==> src/hw/rtl/tolerant_vertex_dedup_table_assert.svh <==
// Assertion macros for the tolerant vertex dedup table.
// Included by the top-level RTL file, which carries the concurrent assertions; no dependencies.
`ifndef TOLERANT_VERTEX_DEDUP_TABLE_ASSERT_SVH
`define TOLERANT_VERTEX_DEDUP_TABLE_ASSERT_SVH
`ifndef ASSERT_OFF
// Same-cycle implication, disabled while reset is asserted
`define TVDT_ASSERT_IMPL(lbl, clk, rstn, ante, cons, msg) \
  lbl: assert property (@(posedge clk) disable iff (!rstn) (ante) |-> (cons)) else $error(msg);
// Next-cycle implication, disabled while reset is asserted
`define TVDT_ASSERT_NEXT(lbl, clk, rstn, ante, cons, msg) \
  lbl: assert property (@(posedge clk) disable iff (!rstn) (ante) |=> (cons)) else $error(msg);
`else
`define TVDT_ASSERT_IMPL(lbl, clk, rstn, ante, cons, msg)
`define TVDT_ASSERT_NEXT(lbl, clk, rstn, ante, cons, msg)
`endif
`endif

==> src/hw/rtl/tvdt_pkg.sv <==
// Package for the tolerant vertex dedup table: sizes, types, codes and
// the coordinate helpers shared by the RTL files. No dependencies.
package tvdt_pkg;

  // Table geometry and coordinate width
  localparam int TABLE_DEPTH = 256;
  localparam int COORD_BITS  = 32;
  localparam int IDX_W       = $clog2(TABLE_DEPTH);
  localparam int CNT_W       = $clog2(TABLE_DEPTH + 1);

  // Fixed widths of the request and response fields
  localparam int FIELD_W   = 32;
  localparam int TOL_W     = 31;
  localparam int RIDX_W    = 8;
  localparam int VIDX_W    = 8;
  localparam int CNT_OUT_W = 9;
  localparam int CMD_W     = 2;
  localparam int STATUS_W  = 2;

  // Difference and compare widths
  localparam int DIFF_W = COORD_BITS + 1;
  localparam int CMP_W  = ((DIFF_W > TOL_W) ? DIFF_W : TOL_W) + 1;

  // About 0.01 in Q16.16
  localparam logic [TOL_W-1:0] TOL_RESET = TOL_W'(655);

  typedef logic signed [COORD_BITS-1:0] coord_t;
  typedef logic signed [FIELD_W-1:0]    field_t;
  typedef logic signed [DIFF_W-1:0]     diff_t;

  typedef struct packed {
    coord_t x;
    coord_t y;
    coord_t z;
  } tvdt_point_t;

  localparam int POINT_W = $bits(tvdt_point_t);

  typedef enum logic [CMD_W-1:0] {
    CMD_MAP   = 2'd0,
    CMD_CLEAR = 2'd1,
    CMD_READ  = 2'd2
  } tvdt_cmd_e;

  typedef enum logic [STATUS_W-1:0] {
    STATUS_OK     = 2'd0,
    STATUS_FULL   = 2'd1,
    STATUS_UNUSED = 2'd2
  } tvdt_status_e;

  typedef enum logic [1:0] {
    ST_IDLE,
    ST_SCAN,
    ST_READ,
    ST_FINISH
  } tvdt_state_e;

  // Scan read in flight: one memory read issued last cycle
  typedef struct packed {
    logic             vld;
    logic [IDX_W-1:0] idx;
  } tvdt_scan_t;

  // Compare stage result for one stored entry
  typedef struct packed {
    logic             vld;
    logic             hit;
    logic [IDX_W-1:0] idx;
    tvdt_point_t      pt;
  } tvdt_hit_t;

  // One response item
  typedef struct packed {
    logic [VIDX_W-1:0]    vertex_index;
    logic                 matched;
    logic [STATUS_W-1:0]  status;
    field_t               x;
    field_t               y;
    field_t               z;
    logic [CNT_OUT_W-1:0] entry_count;
  } tvdt_result_t;

  // Sign-extend or wrap a request coordinate to the stored width
  function automatic coord_t to_coord(field_t v);
    return COORD_BITS'(v);
  endfunction

  // Sign-extend or wrap a stored coordinate to the response width
  function automatic field_t to_field(coord_t c);
    return FIELD_W'(c);
  endfunction

  // |d| < tol, written as -tol < d < tol
  function automatic logic axis_close(diff_t d, logic [TOL_W-1:0] tol);
    logic signed [CMP_W-1:0] dd;
    logic signed [CMP_W-1:0] tt;
    dd = CMP_W'(d);
    tt = $signed(CMP_W'(tol));
    return (dd < tt) && (dd > -tt);
  endfunction

endpackage

==> src/hw/rtl/tvdt_match_unit.sv <==
// Two-stage tolerance compare for the table scan: register the per-axis
// differences of the entry just read, then test them against the tolerance.
// Depends on tvdt_pkg.
module tvdt_match_unit (
  input  logic                        clk_i,
  input  logic                        rst_ni,
  input  tvdt_pkg::tvdt_scan_t        scan_i,
  input  logic                        flush_i,
  input  tvdt_pkg::tvdt_point_t       rdata_i,
  input  tvdt_pkg::tvdt_point_t       query_i,
  input  logic [tvdt_pkg::TOL_W-1:0]  tol_i,
  output tvdt_pkg::tvdt_hit_t         hit_o
);
  import tvdt_pkg::*;

  logic             s1_vld_q, s1_vld_d;
  logic [IDX_W-1:0] s1_idx_q;
  tvdt_point_t      s1_pt_q;
  diff_t            s1_dx_q, s1_dy_q, s1_dz_q;
  diff_t            dx_d, dy_d, dz_d;

  // Form exact differences one bit wider than the coordinates
  always_comb begin
    dx_d     = DIFF_W'(query_i.x) - DIFF_W'(rdata_i.x);
    dy_d     = DIFF_W'(query_i.y) - DIFF_W'(rdata_i.y);
    dz_d     = DIFF_W'(query_i.z) - DIFF_W'(rdata_i.z);
    s1_vld_d = scan_i.vld && !flush_i;
  end

  // Hold the stage valid; drop it on a flush
  always_ff @(posedge clk_i or negedge rst_ni) begin
    if (!rst_ni) begin
      s1_vld_q <= 1'b0;
    end else begin
      s1_vld_q <= s1_vld_d;
    end
  end

  // Register differences and the entry itself
  always_ff @(posedge clk_i) begin
    if (scan_i.vld) begin
      s1_idx_q <= scan_i.idx;
      s1_pt_q  <= rdata_i;
      s1_dx_q  <= dx_d;
      s1_dy_q  <= dy_d;
      s1_dz_q  <= dz_d;
    end
  end

  // Test all three axes against the tolerance
  always_comb begin
    hit_o.vld = s1_vld_q;
    hit_o.hit = s1_vld_q && axis_close(s1_dx_q, tol_i) && axis_close(s1_dy_q, tol_i)
                && axis_close(s1_dz_q, tol_i);
    hit_o.idx = s1_idx_q;
    hit_o.pt  = s1_pt_q;
  end

endmodule

==> config.mk <==
export PLATFORM = sky130hd
export DESIGN_NAME = tvdt_match_unit
export DESIGN_NICKNAME = d
export VERILOG_FILES = /design/src/hw/rtl/tolerant_vertex_dedup_table_assert.svh /design/src/hw/rtl/tvdt_pkg.sv /design/src/hw/rtl/tvdt_match_unit.sv
export SDC_FILE = /design/constraint.sdc
export NUM_CORES = 1
export LEC_CHECK = 0
export BUFFER_PORTS_ARGS = -buffer_cell sky130_fd_sc_hd__buf_4
export CORE_ASPECT_RATIO = 1.1
export CORE_UTILIZATION = 41
export CTS_CLUSTER_SIZE = 24
export DETAILED_ROUTE_END_ITERATION = 10
export PLACE_DENSITY = 0.65
export SYNTH_ARGS = -nofsm -noshare
export SYNTH_HDL_FRONTEND = slang
export SYNTH_SLANG_ARGS = --single-unit
==> constraint.sdc <==
create_clock -name clk_i -period 10.7 [get_ports clk_i]
set_clock_uncertainty 0.15 [all_clocks]
set_input_delay 1.605 -clock clk_i [delete_from_list [all_inputs] [get_ports clk_i]]
set_output_delay 1.605 -clock clk_i [all_outputs]
set_load 0.1 [all_outputs]
; Word-level counts from Yosys, hierarchy flattened
; Cells that the tools add are included.
[op_classes]
n_addsub = 4
reduce_logical = 8
order_cmp = 6
[ops]
columns = op, count
row1 = $gt 33x34->1, 3
row2 = $lt 33x32->1, 3
row3 = $sub 32x32->33, 3
row4 = $neg 31->34, 1
row5 = $logic_and 1x1->1, 7
row6 = $logic_not 1->1, 1
[word_totals]
word_cells = 26
reg_bits = 204
input_bits = 235

; Logic depth before layout (Yosys ltp)
; Gate-level depths: netlist (run 1).
[logic_depth]
ltp_word = 6
ltp_mapped = 18

; Worst setup path before layout (run 1)
; OpenSTA, ideal clock, no wires.
[synth_path]
path_type = input port to output port
from = in tol_i[1] in the netlist's numbering
to = out hit_o[104] in the netlist's numbering
slack_ns = 2.933
arrival_ns = 6.012
path_buffers = 0
required_ns = 8.945
cell_stages = 17
cell_sequence = inv_1 ha_1 nor3b_1 nand3_1 nor4_4 nand3_1 xnor2_1 ha_1 a21o_1 a21o_1 a21oi_1 nor2_1 a211oi_1 o2111ai_1 nor4_1 nand3_1 nor3_2
[synth_lines]
columns = element, line_no
row1 = from (decl), tvdt_match_unit.sv:11  ; input logic [tvdt_pkg::TOL_W-1:0] tol_i,
row2 = to (decl), tvdt_match_unit.sv:12  ; output tvdt_pkg::tvdt_hit_t hit_o

==> qor.yml, run 1 <==
outcome:
  status: "finished, final reports clean"
global_routing:
  antenna_found_initial: 1
  grt_pass1_wl_um: 68100
  grt_max_degree: 139
  grt_overflow: 0
  grt_pass1_vias: 13500
  track_usage: 0.213
synthesis:
  synth_ff_type: "edfxtp_1"
  yosys.cell_types.count: 68
  avgSynthCellArea_um2: 10.1
  syn_nets: 2124
  ys_seq_elements: 204
  synth.yosys.warnings: 0
  synth_top_area_frac: 0.377
  synth_largest_area_cell: "edfxtp_1"
  yosys-top-cells-area: "edfxtp_1 38%, ha_1 22%, a21o_1 4.4%"
  synth-seq-area-share: 0.378
  synth_area_um2: 16200
  synth_edf_count: 203
  synthCells: 1603
  synthArstFlopShare: 0.00490
drt:
  totalWireLength_um: 43400
  routed-via-count: 13200
  ant_nets: 0
  dr.pass1.iters: 5
  drc_errors: 0
  wl_per_cell_um: 17.5
  viasPerCell: 5.33
  drt_iter0_drc: 562
power:
  pwr-share-comb: 0.335
  clockPowerShare: 0.305
  seqPwrFrac: 0.361
  power_leakage_nw: 9.46
  p_int_mw: 1.93
  switchingPower_mw: 1.05
  totalPowerFinal_mw: 2.98
  peakVddDrop_mv: 0.134
  sw_frac_of_total: 0.353
  cellPowerDensity_nw_per_um2: 148
sta:
  period_minus_slack_ps: 7950
  relSlewSlack: 0.284
  setup_viol: 0
  timing.fmax_ghz: 0.126
  finalCritPeriodShare: 0.743
  tightest_slew_ps: 1070
  fin_tns_setup_ps: 0
  slew_violations: 0
  finalHoldViolCount: 0
  rsz0062_at_grt: "false"
clock_tree:
  numCtsBuffers: 25
  post_cts_resized: 0
  cts.reportedPaths.clkPinSlew_ps: 60
  cts_sinks: 204
  ctsLongestPathBuffers: 3
  cts_tree: "yes"
  cts_hold_buf: 0
  htree_levels: 1
  cts_setup_buffers: 0
  root_buffer: "clkbuf_16"
critical_path:
  cp_max_fo: 8
  cp_top_family: "simple AND/OR/NAND/NOR gates"
  crit_cells: 19
  max_stage_delay_ps: 530
  path_buf_inv: 3
  cp-start-kind: "input port"
  endpoint: "hit_o[104]"
  critPathMostFrequentCell: "nand3_1"
  cp_cell_sequence: "buf_4 > inv_1 > ha_1 > nor3b_1 > nand3_1 > nor4_4 > nand3_1 > xnor2_1 > ha_1 > a21o_1 > a21o_1 > a21oi_1 > nor2_1 > a211oi_1 > o2111ai_1 > nor4_1 > nand3_1 > nor3_2 > buf_4"
  cp-end-kind: "output port"
  crit_slowest_cell: "nor4_4"
  critPathArrivalTime_ps: 6200
  crit_type: "in2out"
  worst_ep_required_time_ps: 8950
  worstSetupStartpoint: "tol_i[1]"
final_layout:
  nNetsFinal: 2480
  area_delta_synth_final_pct: 24.9
  drive_above_1_share: 0.206
  fin_cells: 2479
  final.fill_count: 3512
floorplan:
  die_w_um: 191
  core_um2: 38500
  boundaryPins: 341
  die_y_um: 210
  row_count: 75
  start_util: 0.421
  die_area_um2: 40300
job:
  cap_violations: 0
placement:
  io_buffers: 340
  hpwl_um: 35200
  dp_cells: 2432
  place_congestion: 0.895
worst_hold_path:
  hp-class: "in2async"
==> Yosys cell counts (3+ instances only) <==
cell type,instances
o21ai_0,71
a41oi_1,3
clkbuf_1,12
o211ai_1,9
a221oi_1,8
fa_1,3
o2111ai_1,7
a211oi_1,13
a31oi_1,13
a2111oi_0,3
o21bai_1,8
a211o_1,5
edfxtp_1,203
nor4_1,12
nor2_1,96
a21boi_0,11
nand3_1,38
nor2b_1,26
nor3_1,32
or2_2,7
nand4b_1,3
a21oi_1,130
o31a_1,3
o31ai_1,11
nand4_1,43
xor2_1,23
ha_1,283
xnor2_1,74
o221ai_1,3
o22ai_1,3
nor3b_1,3
and4_1,5
a21o_1,94
nand2_1,74
or3_1,9
inv_1,176
and3_1,7
nand3b_1,5
and2_1,3
o21a_1,12
o311ai_0,5
nand2b_1,19
or4_1,3
==> state kept, by name, summed over array words and instances (netlist names) <==
register and flops:
s1_dx_q 33, hit_o 96, s1_vld_q 1, s1_dy_q 33
s1_dz_q 33, s1_idx_q 8
==> power groups by stage <==
stage | Combinational [mW] | Sequential [mW] | Clock [mW]
2_1_floorplan | 0.489 | 1.29 | 0
4_1_cts | 1.00 | 1.08 | 0.934
3_5_place_dp | 0.994 | 1.09 | 0
3_3_place_gp | 0.981 | 1.09 | 0
5_1_grt | 1.10 | 1.09 | 0.961
6_report | 0.999 | 1.08 | 0.909
==> worst min path at each step <==
stage               startpoint       end  slack (ps)  cells past startpoint
detailed placement      rst_ni  s1_vld_q        1230                      1
global placement        rst_ni  s1_vld_q        1230                      1
global route            rst_ni  s1_vld_q         660                      1
finish                  rst_ni  s1_vld_q         670                      1
floorplan               rst_ni  s1_vld_q        1160                      0
CTS                     rst_ni  s1_vld_q         640                      1
==> cells by family (layout without fill, tap and decap cells) <==
group | after synthesis | count (layout) | share of synthesized area
flops | 204 | 204 | 0.378
xor+xnor | 100 | 100 | 0.0563
fa+ha+maj | 287 | 287 | 0.223
simple gates | 396 | 396 | 0.127
compound gates | 427 | 427 | 0.171
other cells | 0 | 1 | 0
buf+inv | 189 | 564 | 0.0441
==> cell usage in the layout (no fill, tap or decap), drive strengths merged, types with 72 or more instances in the layout <==
cell type / Yosys / routed
a21o: 94 / 94
edfxtp: 203 / 203
xnor2: 75 / 75
a21oi: 130 / 130
inv: 176 / 178
ha: 283 / 283
buf: 1 / 342
o21ai: 72 / 72
nand2: 74 / 74
nor2: 96 / 96
==> metal layers <==
metal  share of wire  vias to the layer above  GRT usage  routed length, um
met5               0                        -          0                  0
met4           0.023                        0     0.0597                984
met3           0.058                       59     0.0328               2530
met2            0.46                      352      0.362              20000
met1            0.46                     6105      0.280              19800
li1                -                     6706          -                  -
==> area by class of cell <==
type / instances / area [um^2] / area share
multi-input combinational: 1210 / 9350 / 0.462
sequential: 204 / 6120 / 0.303
timing repair buffer: 342 / 2570 / 0.127
inverter: 176 / 661 / 0.0327
clock buffer: 25 / 626 / 0.0310
tap: 500 / 626 / 0.0310
clock inverter: 21 / 256 / 0.0127
antenna: 1 / 2.50 / 0.000124
==> per-stage QoR <==
step	worst slack (ps)	hold slack, ps	instance area [um^2]	utilization
3_3_place_gp	2820	1230	19300	0.502
2_1_floorplan	2930	1160	16200	-
5_1_grt	2380	655	20200	0.525
4_1_cts	2780	643	20200	0.525
6_report	2750	673	20200	0.525
3_5_place_dp	2780	1230	19300	0.502
Power figures use the tool's default switching activity.
==> run 2: changes to the inputs <==
Clock period 10.7 ns to 7.9 ns, I/O delays scaled along.
==> run 2 against run 1 <==
Effect of this change:
- cell count about the same
- sequential power up 35%
- first-iteration DRC count is 21% higher
- via count increased by 0.65%
- critical path type unchanged
- highest routed layer unchanged
==> qor.yml, run 2 (synthesis results as in run 1) <==
critical_path:
  cp_max_fo: 6  # was 8
  path_buf_inv: 2  # was 3
  cp_top_family: "simple AND/OR/NAND/NOR gates"  # unchanged
  critPathArrivalTime_ps: 5460  # was 6200 ps
  max_stage_delay_ps: 610  # was 530 ps
  cp_cell_sequence: "buf_4 > or4_4 > nor4_4 > nand3_1 > nor3_1 > xnor2_1 > ha_1 > nand4_1 > nor4_1 > o221ai_1 > a31oi_1 > or3_1 > o2111ai_1 > nor3_2 > buf_4"  # was buf_4 > inv_1 > ha_1 > nor3b_1 > nand3_1 > nor4_4 > nand3_1 > xnor2_1 > ha_1 > a21o_1 > a21o_1 > a21oi_1 > nor2_1 > a211oi_1 > o2111ai_1 > nor4_1 > nand3_1 > nor3_2 > buf_4
  crit_slowest_cell: "nor4_1"  # was nor4_4
  cp-start-kind: "input port"  # unchanged
  critPathMostFrequentCell: "buf_4"  # was nand3_1
  cp-end-kind: "output port"  # unchanged
  worst_ep_required_time_ps: 6570  # was 8950 ps
  crit_type: "in2out"  # unchanged
sta:
  timing.fmax_ghz: 0.147
  slew_violations: 0  # unchanged
  period_minus_slack_ps: 6790
  tightest_slew_ps: 1070  # about the same
  finalHoldViolCount: 0  # unchanged
  fin_tns_setup_ps: 0  # unchanged
  finalHoldWorstSlack_ps: 253  # was 673 ps
  relSlewSlack: 0.287  # was 0.284
  rsz0062_at_grt: "false"  # unchanged
  finalCritPeriodShare: 0.860
  setup_viol: 0  # unchanged
drt:
  drt_iter0_drc: 679  # was 562
  drc_errors: 0  # unchanged
  routed-via-count: 13300  # was 13.2k
  totalWireLength_um: 43900  # was 43400 um
  dr.pass1.iters: 5  # unchanged
  viasPerCell: 5.37  # was 5.33
  ant_nets: 0  # unchanged
  wl_per_cell_um: 17.7  # was 17.5 um
power:
  switchingPower_mw: 1.41  # was 1.05 mW
  seqPwrFrac: 0.369  # was 0.361
  peakVddDrop_mv: 0.164  # was 0.134 mV
  power_leakage_nw: 9.45  # was 9.46 nW
  totalPowerFinal_mw: 3.96  # was 2.98 mW
  sw_frac_of_total: 0.357  # was 0.353
  clockPowerShare: 0.288  # was 0.305
  cellPowerDensity_nw_per_um2: 197  # was 148 nW/um^2
  p_int_mw: 2.55  # was 1.93 mW
  pwr-share-comb: 0.343  # was 0.335
floorplan:
  boundaryPins: 341  # unchanged
  core_um2: 38500  # unchanged
  die_area_um2: 40300  # unchanged
  start_util: 0.421  # unchanged
  die_y_um: 210  # unchanged
  row_count: 75  # unchanged
  die_w_um: 191  # unchanged
clock_tree:
  post_cts_resized: 0  # unchanged
  ctsLongestPathBuffers: 3  # unchanged
  cts_hold_buf: 0  # unchanged
  numCtsBuffers: 25  # unchanged
  cts_setup_buffers: 0  # unchanged
  htree_levels: 1  # unchanged
  cts_sinks: 204  # unchanged
  root_buffer: "clkbuf_16"  # unchanged
  cts_tree: "yes"  # unchanged
  cts.reportedPaths.clkPinSlew_ps: 60  # about the same
global_routing:
  grt_pass1_wl_um: 68200  # was 68100 um
  antenna_found_initial: 0  # was 1
  track_usage: 0.214  # was 0.213
  grt_overflow: 0  # unchanged
  grt_pass1_vias: 13400  # was 13.5k
  grt_max_degree: 139  # unchanged
final_layout:
  seqCellArea_um2: 6120  # unchanged
  nNetsFinal: 2482  # was 2480
  drive_above_1_share: 0.203  # was 0.206
  finish.utilization: 0.523  # was 0.525
  multi_input_area_um2: 9350  # unchanged
  largest_register_ffs: 96  # unchanged
  fin_cells: 2478  # was 2479
  final_common_cell: "buf_4"  # unchanged
  final_cell_mix: "343 x buf_4, 283 x ha_1, 203 x edfxtp_1, 176 x inv_1, 130 x a21oi_1"  # was 341 x buf_4, 283 x ha_1, 203 x edfxtp_1, 176 x inv_1, 130 x a21oi_1
  area_delta_synth_final_pct: 24.5  # was 24.9%
  final.fill_count: 3530  # was 3512
  antennaDiodeCount: 0  # was 1
placement:
  io_buffers: 340  # unchanged
  hpwl_um: 35400  # was 35200 um
  dp_cells: 2434  # was 2432
  place_congestion: 0.930  # was 0.895
job:
  cap_violations: 0  # unchanged
worst_hold_path:
  hp-class: "in2async"  # unchanged
outcome:
  status: "finished, final reports clean"  # unchanged
[run 2: power groups by stage]
stage | combinational [mW] | clock, mW | sequential (mW)
after floorplan | 0.662 | 0 | 1.74
after global placement | 1.33 | 0 | 1.48
after detailed placement | 1.35 | 0 | 1.48
after CTS | 1.36 | 1.18 | 1.46
after global routing | 1.49 | 1.21 | 1.47
final | 1.36 | 1.14 | 1.46
[run 2: worst paths after layout]
path                       depth (start not counted)          to     start  slack (ps)
max in group asynchronous                          1    s1_vld_q    rst_ni        7270
min                                                1    s1_vld_q    rst_ni         250
min in group clk_i                                 2    s1_vld_q   flush_i         630
max                                               15  hit_o[104]  tol_i[7]        1110
[run 2: metal layers]
layer | global-route usage | part of all wire
met4 | 0.0692 | 0.027
met5 | 0 | 0
met1 | 0.279 | 0.45
met3 | 0.0350 | 0.061
met2 | 0.361 | 0.46
[run 2: metrics by stage]
stage                     instance area [um^2]  setup slack [ps]
after global placement                   19300              1190
after detailed placement                 19300              1120
after global routing                     20100               648
after floorplan                          16200               973
after CTS                                20100              1100
final                                    20100              1110
[run 2: cell type report]
class / instances / share of cell area
clock buffers: 29 / 0.0318
clock inverters: 15 / 0.00764
inverters: 176 / 0.0328
multi-input cells: 1210 / 0.464
flip-flops and latches: 204 / 0.304
well taps: 500 / 0.0311
repair buffers: 344 / 0.129
